## src/design/ssmc_pkg.sv

```systemverilog
// Shared constants, types and command/status structs for the subset sum counter.
package ssmc_pkg;

    localparam int MAX_MODULUS = 256;
    localparam int ADDR_W      = $clog2(MAX_MODULUS);
    localparam int MOD_W       = $clog2(MAX_MODULUS + 1);
    localparam int SIZE_W      = 12;
    localparam int MODIN_W     = 9;
    localparam int COUNT_W     = 64;

    typedef enum logic [3:0] {
        ST_IDLE   = 4'b0001,
        ST_ISSUE  = 4'b0010,
        ST_DRAIN  = 4'b0100,
        ST_FINISH = 4'b1000
    } ctrl_state_t;

    typedef struct packed {
        logic load;      // capture request, start first pass
        logic issue;     // read one residue pair, advance index
        logic pass_end;  // swap banks, advance shift, count pass
        logic out_load;  // move result into output register
    } ctrl_cmd_t;

    typedef struct packed {
        logic size_zero;
        logic idx_last;
        logic pass_last;
    } ctrl_stat_t;

endpackage

```

## src/design/ssmc_ctrl.sv

```systemverilog
// Controller: request sequencing state machine and output valid flag.
module ssmc_ctrl import ssmc_pkg::*; (
    input  logic       clk,
    input  logic       rst_n,
    input  logic       in_valid,
    output logic       in_ready,
    output logic       out_valid,
    input  logic       out_ready,
    input  ctrl_stat_t stat,
    output ctrl_cmd_t  cmd
);

    ctrl_state_t state_reg, state_next;
    logic        out_valid_reg, out_valid_next;

    always_comb
    begin
        state_next = state_reg;
        cmd        = '0;
        unique case (state_reg)
            ST_IDLE:
            begin
                if (in_valid)
                begin
                    cmd.load   = 1'b1;
                    state_next = stat.size_zero ? ST_FINISH : ST_ISSUE;
                end
            end
            ST_ISSUE:
            begin
                cmd.issue = 1'b1;
                if (stat.idx_last)
                begin
                    state_next = ST_DRAIN;
                end
            end
            ST_DRAIN:
            begin
                // last write of the pass lands here
                cmd.pass_end = 1'b1;
                state_next   = stat.pass_last ? ST_FINISH : ST_ISSUE;
            end
            ST_FINISH:
            begin
                if (!out_valid_reg || out_ready)
                begin
                    cmd.out_load = 1'b1;
                    state_next   = ST_IDLE;
                end
            end
            default:
            begin
                state_next = ST_IDLE;
            end
        endcase
    end

    always_comb
    begin
        if (cmd.out_load)
        begin
            out_valid_next = 1'b1;
        end
        else if (out_ready)
        begin
            out_valid_next = 1'b0;
        end
        else
        begin
            out_valid_next = out_valid_reg;
        end
    end

    always_ff @(posedge clk or negedge rst_n)
    begin
        if (!rst_n)
        begin
            state_reg     <= ST_IDLE;
            out_valid_reg <= 1'b0;
        end
        else
        begin
            state_reg     <= state_next;
            out_valid_reg <= out_valid_next;
        end
    end

    assign in_ready  = (state_reg == ST_IDLE);
    assign out_valid = out_valid_reg;

    a_one_request: assert property (@(posedge clk) disable iff (!rst_n)
        in_valid && in_ready |=> !in_ready)
        else $error("second transaction taken while busy");

    a_finish_waits: assert property (@(posedge clk) disable iff (!rst_n)
        state_reg == ST_FINISH && out_valid_reg && !out_ready |=> state_reg == ST_FINISH)
        else $error("result overwrote unread output");

endmodule

```

## config.mk

```make
export PLATFORM = sky130hd
export DESIGN_NAME = ssmc_ctrl
export DESIGN_NICKNAME = d
export VERILOG_FILES = /design/src/design/ssmc_pkg.sv /design/src/design/ssmc_ctrl.sv
export SDC_FILE = /design/constraint.sdc
export NUM_CORES = 1
export LEC_CHECK = 0
export BUFFER_PORTS_ARGS = -buffer_cell sky130_fd_sc_hd__buf_2
export CAP_MARGIN = 20
export CORE_AREA = 2 2 39 41
export CTS_CLUSTER_DIAMETER = 120
export DETAILED_ROUTE_END_ITERATION = 12
export DIE_AREA = 0 0 41 43
export PLACE_DENSITY = 0.49
export SYNTH_ARGS = -nofsm -noshare
export SYNTH_HDL_FRONTEND = slang
export SYNTH_SLANG_ARGS = --single-unit
```

## constraint.sdc

```tcl
create_clock -name clk -period 1.68 [get_ports clk]
set_clock_uncertainty 0.15 [all_clocks]
set_input_delay 0.336 -clock clk [delete_from_list [all_inputs] [get_ports clk]]
set_output_delay 0.336 -clock clk [all_outputs]
set_load 0.01 [all_outputs]
```

==> flow_metrics.env, run 1 <==
export IMPL_synth_warnings=0
export IMPL_drive_above_1_share_pct=50.00
export IMPL_synth_top_family_by_area="simple AND/OR/NAND/NOR gates"
export IMPL_cts_made_buffers=3
export IMPL_post_place_ws_ns=0.1009
export IMPL_synth_edf_count=0
export IMPL_synth_top_cell_area_share_pct=31.37
export IMPL_hold_violations=0
export IMPL_clock_latency_ns=0.24
export IMPL_critPathLaunch="state_reg[0]$_DFFE_PN1P_"
export IMPL_htreeDepth=1
export IMPL_gr_total_overflow=0
export IMPL_multi_input_area_sq_um=181.4
export IMPL_netlist_instances=31
export IMPL_portBuffers=12
export IMPL_synthMuxAreaShare_pct=0
export IMPL_yosysUniqueCellTypes=20
export IMPL_asyncSetResetFlopFracSynth_pct=100.0
export IMPL_cp_end_kind="output port"
export IMPL_min_period_over_period_pct=105.5
export IMPL_core_area_sq_um=1384
export IMPL_worst_hold_slack_ns=0.1625
export IMPL_viasPerCell=4.636
export IMPL_layout_setup_ws_ns=-0.09273
export IMPL_cp_arrival_ns=1.29
export IMPL_ant_nets=0
export IMPL_initial_core_util_pct=23.06
export IMPL_synthSimpleGateAreaFrac_pct=38.04
export IMPL_r2r_cells=5
export IMPL_rsz0062_at_grt="yes"
export IMPL_grt_usage_pct=11.17
export IMPL_synthXorXnorAreaFrac_pct=0
export IMPL_area_growth_pct=44.31
export IMPL_critPathLaunchType="flip-flop"
export IMPL_hp_class="in2reg"
export IMPL_tns_ns=-0.2561
export IMPL_drt_iter0_markers=3
export IMPL_num_rows=14
export IMPL_status="finished, violations left"
export IMPL_synth_compound_area_share_pct=15.29
export IMPL_synth_area_sq_um=319.1
export IMPL_placed_cells=60
export IMPL_clk_pin_slew_worst_paths_ns=0.05
export IMPL_largest_register_ffs=4
export IMPL_first_pass_iters=4
export IMPL_seq_area_sq_um=128.9
export IMPL_rr_endpoint="state_reg[0]$_DFFE_PN1P_"
export IMPL_cts_tree="yes"
export IMPL_powerDensity_nw_per_um2=1416
export IMPL_cap_viol_max_count=0
export IMPL_grt_pass1_wl_um=1331
export IMPL_instances_no_fill=66
export IMPL_rr_startpoint="state_reg[0]$_DFFE_PN1P_"
export IMPL_crit_fanout=3
export IMPL_drc=0
export IMPL_ys_seq_elements=5
export IMPL_die_w_um=41
export IMPL_clkSinkCount=5
export IMPL_ff2ff_setup_slack_ns=0.31
export IMPL_p_leak_nw=0.2148
export IMPL_post_route_min_period_ns=1.773
export IMPL_cts_root_buf="clkbuf_4"
export IMPL_mostFrequentLayoutCell="buf_2"
export IMPL_syn_area_per_cell_sq_um=10.29
export IMPL_critical_path_endpoint="cmd[3]"
export IMPL_synthesis_nets=38
export IMPL_dp_final_hpwl_um=567.1
export IMPL_routabilityCongestion=0.6431
export IMPL_setup_viol=4
export IMPL_n_antenna_cell=0
export IMPL_seq_area_frac_synth_pct=39.61
export IMPL_required_ns=1.19
export IMPL_grt_pass1_vias=324
export IMPL_final_nets=58
export IMPL_slew_headroom_pct=84.29
export IMPL_die_h_um=43
export IMPL_layout_common_cells="buf_2 (12), buf_4 (4), nand2b_1 (3), a21oi_1 (3), clkbuf_4 (3)"
export IMPL_worst_slew_pin_slew_ns=0.2325
export IMPL_synth_top_cells_by_area="dfrtp_1 (31%), nor4b_2 (9.4%), dfstp_2 (8.2%)"
export IMPL_ios=13
export IMPL_post_drt_wl_per_cell_um=11.85
export IMPL_violations="setup timing"
export IMPL_synth_area_leader_cell="dfrtp_1"
export IMPL_wirelength_um=782
export IMPL_clock_path_buffers=2
export IMPL_grt_max_degree=10
export IMPL_vias=306
export IMPL_fillCellCount=166
export IMPL_synth_ff_type="dfrtp_1"
export IMPL_slew_violations=0
export IMPL_synthAdderAreaFrac_pct=0
export IMPL_peakVddDrop_mv=0.5014
export IMPL_fmax_mhz=564.1
export IMPL_antenna_found_initial=0
export IMPL_path_class="reg2out"
export IMPL_die_area_sq_um=1763
critical path: stages (launching register included):
cell and delay [ns]:
dfstp_2 0.53, nor4b_4 0.23, and2_1 0.17, buf_2 0.12
cell usage after synthesis, drive strengths merged (2+ instances only):
cell    number
dfrtp        4
a21oi        3
nand2b       3
and2         2
buf          2
nand3b       2
nor2         2
nor4b        2
cell families after synthesis:
group | count (synthesis)
and+or+nand+nor | 16
DFF | 5
AOI/OAI and AO/OA | 7
buffers and inverters | 3
what timing repair did:
item                                    4_1_cts  5_1_grt
buffers inserted                              1        0
hold buffers                                  1        0
gates resized for setup                       3        1
pin swaps                                     0        1
endpoints found under the hold margin         5        0
endpoints found under the setup margin        5        5
per-layer routing:
layer	track usage [%]	up-vias	share of wire [%]
li1	-	152	-
met1	14.24	142	47
met2	16.25	12	48
met3	1.571	0	4.7
met4	8.000	0	0
met5	0	-	0
how the worst min path moves through the flow:
stage	startpoint	endpoint	slack, ns	depth (start not counted)
floorplan	rst_n	out_valid$_DFFE_PN0P_	-0.11	0
global placement	rst_n	out_valid$_DFFE_PN0P_	0.005	1
detailed placement	rst_n	out_valid$_DFFE_PN0P_	0.009	1
CTS	stat[1]	state_reg[2]$_DFFE_PN0P_	0.16	2
global route	stat[1]	state_reg[2]$_DFFE_PN0P_	0.17	2
finish	stat[1]	state_reg[2]$_DFFE_PN0P_	0.16	2
layout make-up:
cell class,instances,area share [%]
Timing Repair Buffer,17,21.74
Clock buffer,4,5.707
Sequential cell,5,27.99
Tap cell,16,4.348
Multi-Input combinational cell,23,39.40
Inverter,1,0.8152
metrics by stage:
step / utilization [%] / total power [mW] / area [sq um]
after global routing: 33.27 / 0.7071 / 460.4
final: 33.27 / 0.6519 / 460.4
after floorplan: - / 0.3649 / 319.1
after CTS: 33.09 / 0.6525 / 457.9
after detailed placement: 29.11 / 0.4662 / 402.9
after global placement: 29.11 / 0.4665 / 402.9
power breakdown:
group          total (mW)  switching (mW)  internal [mW]
sequential          0.212          0.0453          0.167
combinational       0.299           0.135          0.163
clock               0.141          0.0511         0.0899
total               0.652           0.232          0.420
(Power assumes the default switching activity.)
==> inputs of run 2 (changes only) <==
--- a/config.mk
+++ b/config.mk
@@ -11,7 +11,6 @@
 export CTS_CLUSTER_DIAMETER = 120
 export DETAILED_ROUTE_END_ITERATION = 12
 export DIE_AREA = 0 0 41 43
-export PLACE_DENSITY = 0.49
 export SYNTH_ARGS = -nofsm -noshare
 export SYNTH_HDL_FRONTEND = slang
 export SYNTH_SLANG_ARGS = --single-unit
==> run 2 against run 1 <==
Compared with the run above:
- the run still ends with setup timing left
- sequential cell count unchanged
- via count is 0.33% higher
- hold slack improved by 0.00060 ns
- clock power down 4%
- first-iteration DRC count grew 100%
- combinational power is 7.0% higher
- critical endpoint unchanged
- largest cell class unchanged
- largest power group unchanged
==> flow_metrics.env, run 2 (same netlist as run 1, synthesis figures left out) <==
export IMPL_placed_cell_area_sq_um=402.9
export IMPL_peakVddDrop_mv=0.5439
export IMPL_hold_violations=0
export IMPL_cpPeakStageDelay_ns=0.53
export IMPL_die_w_um=41
export IMPL_grt_usage_pct=11.08
export IMPL_drive_above_1_share_pct=52.94
export IMPL_die_area_sq_um=1763
export IMPL_layout_setup_ws_ns=-0.08769
export IMPL_crit_fanout=3
export IMPL_clock_latency_ns=0.24
export IMPL_cap_viol_max_count=0
export IMPL_initial_core_util_pct=23.06
export IMPL_wirelength_um=790
export IMPL_drc=0
export IMPL_rr_endpoint="state_reg[0]$_DFFE_PN1P_"
export IMPL_clk_pin_slew_worst_paths_ns=0.04
export IMPL_critPathLaunch="state_reg[0]$_DFFE_PN1P_"
export IMPL_post_route_min_period_ns=1.768
export IMPL_drt_iter0_markers=6
export IMPL_n_antenna_cell=0
export IMPL_crit_path_top_delay_cell="dfstp_2"
export IMPL_critPathLaunchType="flip-flop"
export IMPL_critical_path_cell_chain="nor4b_4 -> and2_1 -> buf_2"
export IMPL_gr_total_overflow=0
export IMPL_cts_tree="yes"
export IMPL_powerDensity_nw_per_um2=1398
export IMPL_fillCellCount=150
export IMPL_p_leak_nw=0.2308
export IMPL_clkSinkCount=5
export IMPL_antenna_found_initial=0
export IMPL_worst_hold_slack_ns=0.1631
export IMPL_area_growth_pct=49.80
export IMPL_min_period_over_period_pct=105.2
export IMPL_slew_headroom_pct=83.13
export IMPL_largest_register_ffs=4
export IMPL_viasPerCell=4.582
export IMPL_cts_made_buffers=3
export IMPL_violations="setup timing"
export IMPL_design_area_sq_um=478.0
export IMPL_rsz0062_at_grt="yes"
export IMPL_cts_root_buf="clkbuf_4"
export IMPL_ios=13
export IMPL_vias=307
export IMPL_rr_startpoint="state_reg[1]$_DFFE_PN0P_"
export IMPL_clock_path_buffers=2
export IMPL_core_area_sq_um=1384
export IMPL_portBuffers=12
export IMPL_cp_arrival_ns=1.28
export IMPL_routabilityCongestion=0.6657
export IMPL_mostFrequentLayoutCell="buf_2"
export IMPL_final_nets=59
export IMPL_path_class="reg2out"
export IMPL_die_h_um=43
export IMPL_grt_max_degree=10
export IMPL_critical_path_endpoint="cmd[3]"
export IMPL_post_drt_wl_per_cell_um=11.79
export IMPL_r2r_cells=5
export IMPL_ff2ff_setup_slack_ns=0.29
export IMPL_hp_class="in2reg"
export IMPL_num_rows=14
export IMPL_worst_slew_pin_slew_ns=0.2497
export IMPL_setup_viol=4
export IMPL_required_ns=1.19
export IMPL_grt_pass1_vias=300
export IMPL_fmax_mhz=565.7
export IMPL_first_pass_iters=4
export IMPL_htreeDepth=1
export IMPL_ant_nets=0
export IMPL_layout_common_cells="buf_2 (12), buf_4 (5), a21oi_1 (3), clkbuf_4 (3)"
export IMPL_slew_violations=0
export IMPL_dp_final_hpwl_um=552.3
export IMPL_status="finished, violations left"
export IMPL_cp_end_kind="output port"
export IMPL_grt_pass1_wl_um=1269
## run 2: through the flow
| step | setup WS (ns) | TNS, ns | utilization, % | power, mW | std cells |
|---|---|---|---|---|---|
| floorplan | 0.03529 | 0 | - | 0.3649 | 31 |
| global placement | 0.1409 | 0 | 29.11 | 0.4646 | 60 |
| detailed placement | 0.1137 | 0 | 29.11 | 0.4640 | 60 |
| CTS | -0.08197 | -0.2349 | 33.63 | 0.6571 | 67 |
| global route | -0.1579 | -0.5335 | 34.54 | 0.7225 | 67 |
| finish | -0.08769 | -0.2123 | 34.54 | 0.6683 | 67 |
## run 2: critical path, delay by kind of cell (launching register included)
kind          cells  cell delay (ns)
buf+inv           1             0.12
flops             1             0.53
simple gates      2             0.40
## run 2: cell type report
cell class / count / area, sq um / share of cell area [%]
Multi-Input combinational cell: 23 / 191.4 / 40.05
Timing Repair Buffer: 18 / 107.6 / 22.51
Tap cell: 16 / 20.02 / 4.188
Inverter: 1 / 3.754 / 0.7853
Clock buffer: 4 / 26.28 / 5.497
Sequential cell: 5 / 128.9 / 26.96
## run 2: how the worst min path moves through the flow
stage | startpoint | to | slack [ns] | cells after the start
floorplan | rst_n | out_valid$_DFFE_PN0P_ | -0.11 | 0
global placement | rst_n | state_reg[2]$_DFFE_PN0P_ | 0.003 | 1
detailed placement | rst_n | state_reg[1]$_DFFE_PN0P_ | 0.003 | 1
CTS | stat[1] | state_reg[2]$_DFFE_PN0P_ | 0.16 | 2
global route | stat[1] | state_reg[2]$_DFFE_PN0P_ | 0.16 | 2
finish | stat[1] | state_reg[2]$_DFFE_PN0P_ | 0.16 | 2
## run 2: timing repair
item | 4_1_cts | 5_1_grt
hold buffers | 1 | 0
setup buffers | 2 | 0
pin swaps | 0 | 1
endpoints found under the setup margin | 5 | 5
hold endpoints to repair | 5 | 0
resized for setup | 3 | 2
## run 2: routing by layer
metal  vias up  part of all wire [%]  GRT usage (%)
met5         -                     0              0
met4         0                     0          8.000
met3         0                   6.1          3.665
met2        10                    50          16.56
met1       138                    44          12.34
li1        159                     -              -
## run 2: power by group
part / switching [mW] / internal [mW] / total [mW] / leakage, nW
registers: 0.0456 / 0.167 / 0.213 / 0.0613
logic: 0.141 / 0.178 / 0.320 / 0.155
clock network: 0.0463 / 0.0896 / 0.136 / 0.0150
total: 0.233 / 0.435 / 0.668 / 0.231
==> inputs of run 3 (changes only) <==
==> constraint.sdc (replaced) <==
create_clock -name clk -period 2.25 [get_ports clk]
set_clock_uncertainty 0.15 [all_clocks]
set_input_delay 0.45 -clock clk [delete_from_list [all_inputs] [get_ports clk]]
set_output_delay 0.45 -clock clk [all_outputs]
set_load 0.01 [all_outputs]
==> run 3 against run 2 <==
Compared with the run above:
- the flow now finishes without violations
- cell count decreased by 7.5%
- clock power decreased by 26%
- combinational power decreased by 52%
- wire length decreased by 20%
- critical path type unchanged
- largest power group is now sequential cells
==> flow_metrics.env, run 3 (same netlist as run 1, synthesis figures left out) <==
export IMPL_hold_violations=0
export IMPL_power_internal_mw=0.2741
export IMPL_portBuffers=12
export IMPL_slew_headroom_pct=74.09
export IMPL_grt_max_degree=10
export IMPL_worst_slew_pin_slew_ns=0.3876
export IMPL_powerDensity_nw_per_um2=1015
export IMPL_largest_register_ffs=4
export IMPL_multi_input_area_sq_um=170.2
export IMPL_worst_hold_slack_ns=0.2861
export IMPL_rr_endpoint="state_reg[0]$_DFFE_PN1P_"
export IMPL_critical_path_endpoint="cmd[3]"
export IMPL_rr_startpoint="state_reg[2]$_DFFE_PN0P_"
export IMPL_mostFrequentLayoutCell="buf_2"
export IMPL_gr_total_overflow=0
export IMPL_p_sw_share_pct=35.15
export IMPL_p_switching_mw=0.1486
export IMPL_post_route_min_period_ns=1.980
export IMPL_setup_viol=0
export IMPL_cts_made_buffers=3
export IMPL_ios=13
export IMPL_grt_usage_pct=10.58
export IMPL_p_leak_nw=0.1894
export IMPL_clkSinkCount=5
export IMPL_antenna_found_initial=0
export IMPL_vias=285
export IMPL_whs_path_depth=2
export IMPL_peakVddDrop_mv=0.4463
export IMPL_critPathLaunch="state_reg[0]$_DFFE_PN1P_"
export IMPL_crit_fanout=8
export IMPL_status="finished, final reports clean"
export IMPL_cp_arrival_ns=1.38
export IMPL_placed_cells=57
export IMPL_r2r_cells=3
export IMPL_wirelength_um=632
export IMPL_initial_core_util_pct=23.06
export IMPL_first_pass_iters=1
export IMPL_drive_above_1_share_pct=39.13
export IMPL_htreeDepth=1
export IMPL_ant_nets=0
export IMPL_layout_common_cells="buf_2 (12), dfrtp_1 (4), nand2b_1 (3), a21oi_1 (3), clkbuf_4 (3)"
export IMPL_viasPerCell=4.597
export IMPL_area_growth_pct=30.59
export IMPL_ctsResizeCount=0
export IMPL_hp_class="in2reg"
export IMPL_core_area_sq_um=1384
export IMPL_grt_pass1_wl_um=1242
export IMPL_seq_area_sq_um=126.4
export IMPL_cp_end_kind="output port"
export IMPL_ff2ff_setup_slack_ns=0.90
export IMPL_dp_final_hpwl_um=491.9
export IMPL_drt_iter0_markers=0
export IMPL_grt_pass1_vias=306
export IMPL_path_class="reg2out"
export IMPL_critPathLaunchType="flip-flop"
export IMPL_final_nets=54
export IMPL_num_rows=14
export IMPL_seqPwrFrac_pct=39.9
export IMPL_rsz0062_at_grt="no"
export IMPL_post_drt_wl_per_cell_um=10.19
export IMPL_drc=0
export IMPL_min_period_over_period_pct=88.01
export IMPL_clk_pin_slew_worst_paths_ns=0.04
export IMPL_n_antenna_cell=0
export IMPL_fillCellCount=145
export IMPL_cap_viol_max_count=0
export IMPL_clock_path_buffers=2
export IMPL_routabilityCongestion=0.6781
export IMPL_slew_violations=0
export IMPL_die_h_um=43
export IMPL_p_clk_share_pct=23.7
export IMPL_fmax_mhz=505.0
export IMPL_tns_ns=0
export IMPL_required_ns=1.65
export IMPL_combinationalPowerShare_pct=36.4
export IMPL_instances_no_fill=62
export IMPL_cts_root_buf="clkbuf_4"
export IMPL_die_area_sq_um=1763
export IMPL_cts_tree="yes"
export IMPL_die_w_um=41
export IMPL_clock_latency_ns=0.23
==> run 3: cell types whose count changed in the layout (fill, tap and decap cells not counted) <==
| cell | before | now |
|---|---|---|
| nor3_1 | 0 | 1 |
| nor4b_2 | 1 | 2 |
| buf_4 | 5 | 0 |
| nor4b_4 | 1 | 0 |
| nor3_2 | 1 | 0 |
| nand2b_1 | 2 | 3 |
| dfrtp_2 | 2 | 0 |
| nand2b_4 | 1 | 0 |
| dfrtp_1 | 2 | 4 |
==> run 3: cell type report <==
| class | count | area share (%) |
|---|---|---|
| clock buffers | 4 | 6.306 |
| inverters | 1 | 0.9009 |
| multi-input cells | 23 | 40.84 |
| flip-flops and latches | 5 | 30.33 |
| well taps | 16 | 4.805 |
| repair buffers | 13 | 16.82 |
==> run 3: metal layers <==
layer | track usage [%] | part of all wire [%] | up-vias
met5 | 0 | 0 | -
met4 | 6.000 | 0 | 0
met3 | 4.712 | 8.1 | 0
met2 | 14.37 | 46 | 12
met1 | 13.36 | 45 | 127
li1 | - | - | 146
==> run 3: how the worst min path moves through the flow <==
stage	from	endpoint	slack [ns]
2_1_floorplan	rst_n	out_valid$_DFFE_PN0P_	0.004
3_3_place_gp	rst_n	state_reg[1]$_DFFE_PN0P_	0.12
3_5_place_dp	rst_n	state_reg[1]$_DFFE_PN0P_	0.12
4_1_cts	stat[1]	state_reg[2]$_DFFE_PN0P_	0.28
5_1_grt	stat[1]	state_reg[2]$_DFFE_PN0P_	0.29
6_report	stat[1]	state_reg[2]$_DFFE_PN0P_	0.29
==> run 3: power groups by stage <==
stage	Combinational (mW)	Sequential (mW)	Clock, mW
2_1_floorplan	0.111	0.161	0
3_3_place_gp	0.152	0.170	0
3_5_place_dp	0.153	0.169	0
4_1_cts	0.156	0.169	0.105
5_1_grt	0.171	0.178	0.115
6_report	0.154	0.169	0.100
==> run 3: critical path, cell delays in order, from the launching register on <==
cell	delay, ns
dfstp_2	0.58
nor4b_2	0.28
and2_1	0.16
buf_2	0.12
==> run 3: what timing repair did <==
action | 4_1_cts | 5_1_grt
setup buffers | 0 | 0
hold endpoints to repair | 4 | 0
hold buffers | 1 | 0
setup endpoints to repair | 0 | 0
==> run 3: metrics by stage <==
stage | worst slack, ns | area [sq um] | utilization, % | total power, mW
floorplan | 0.4913 | 319.1 | - | 0.2725
global placement | 0.5486 | 380.4 | 27.49 | 0.3222
detailed placement | 0.5281 | 380.4 | 27.49 | 0.3217
CTS | 0.2672 | 416.7 | 30.11 | 0.4298
global route | 0.1808 | 416.7 | 30.11 | 0.4640
finish | 0.2698 | 416.7 | 30.11 | 0.4227
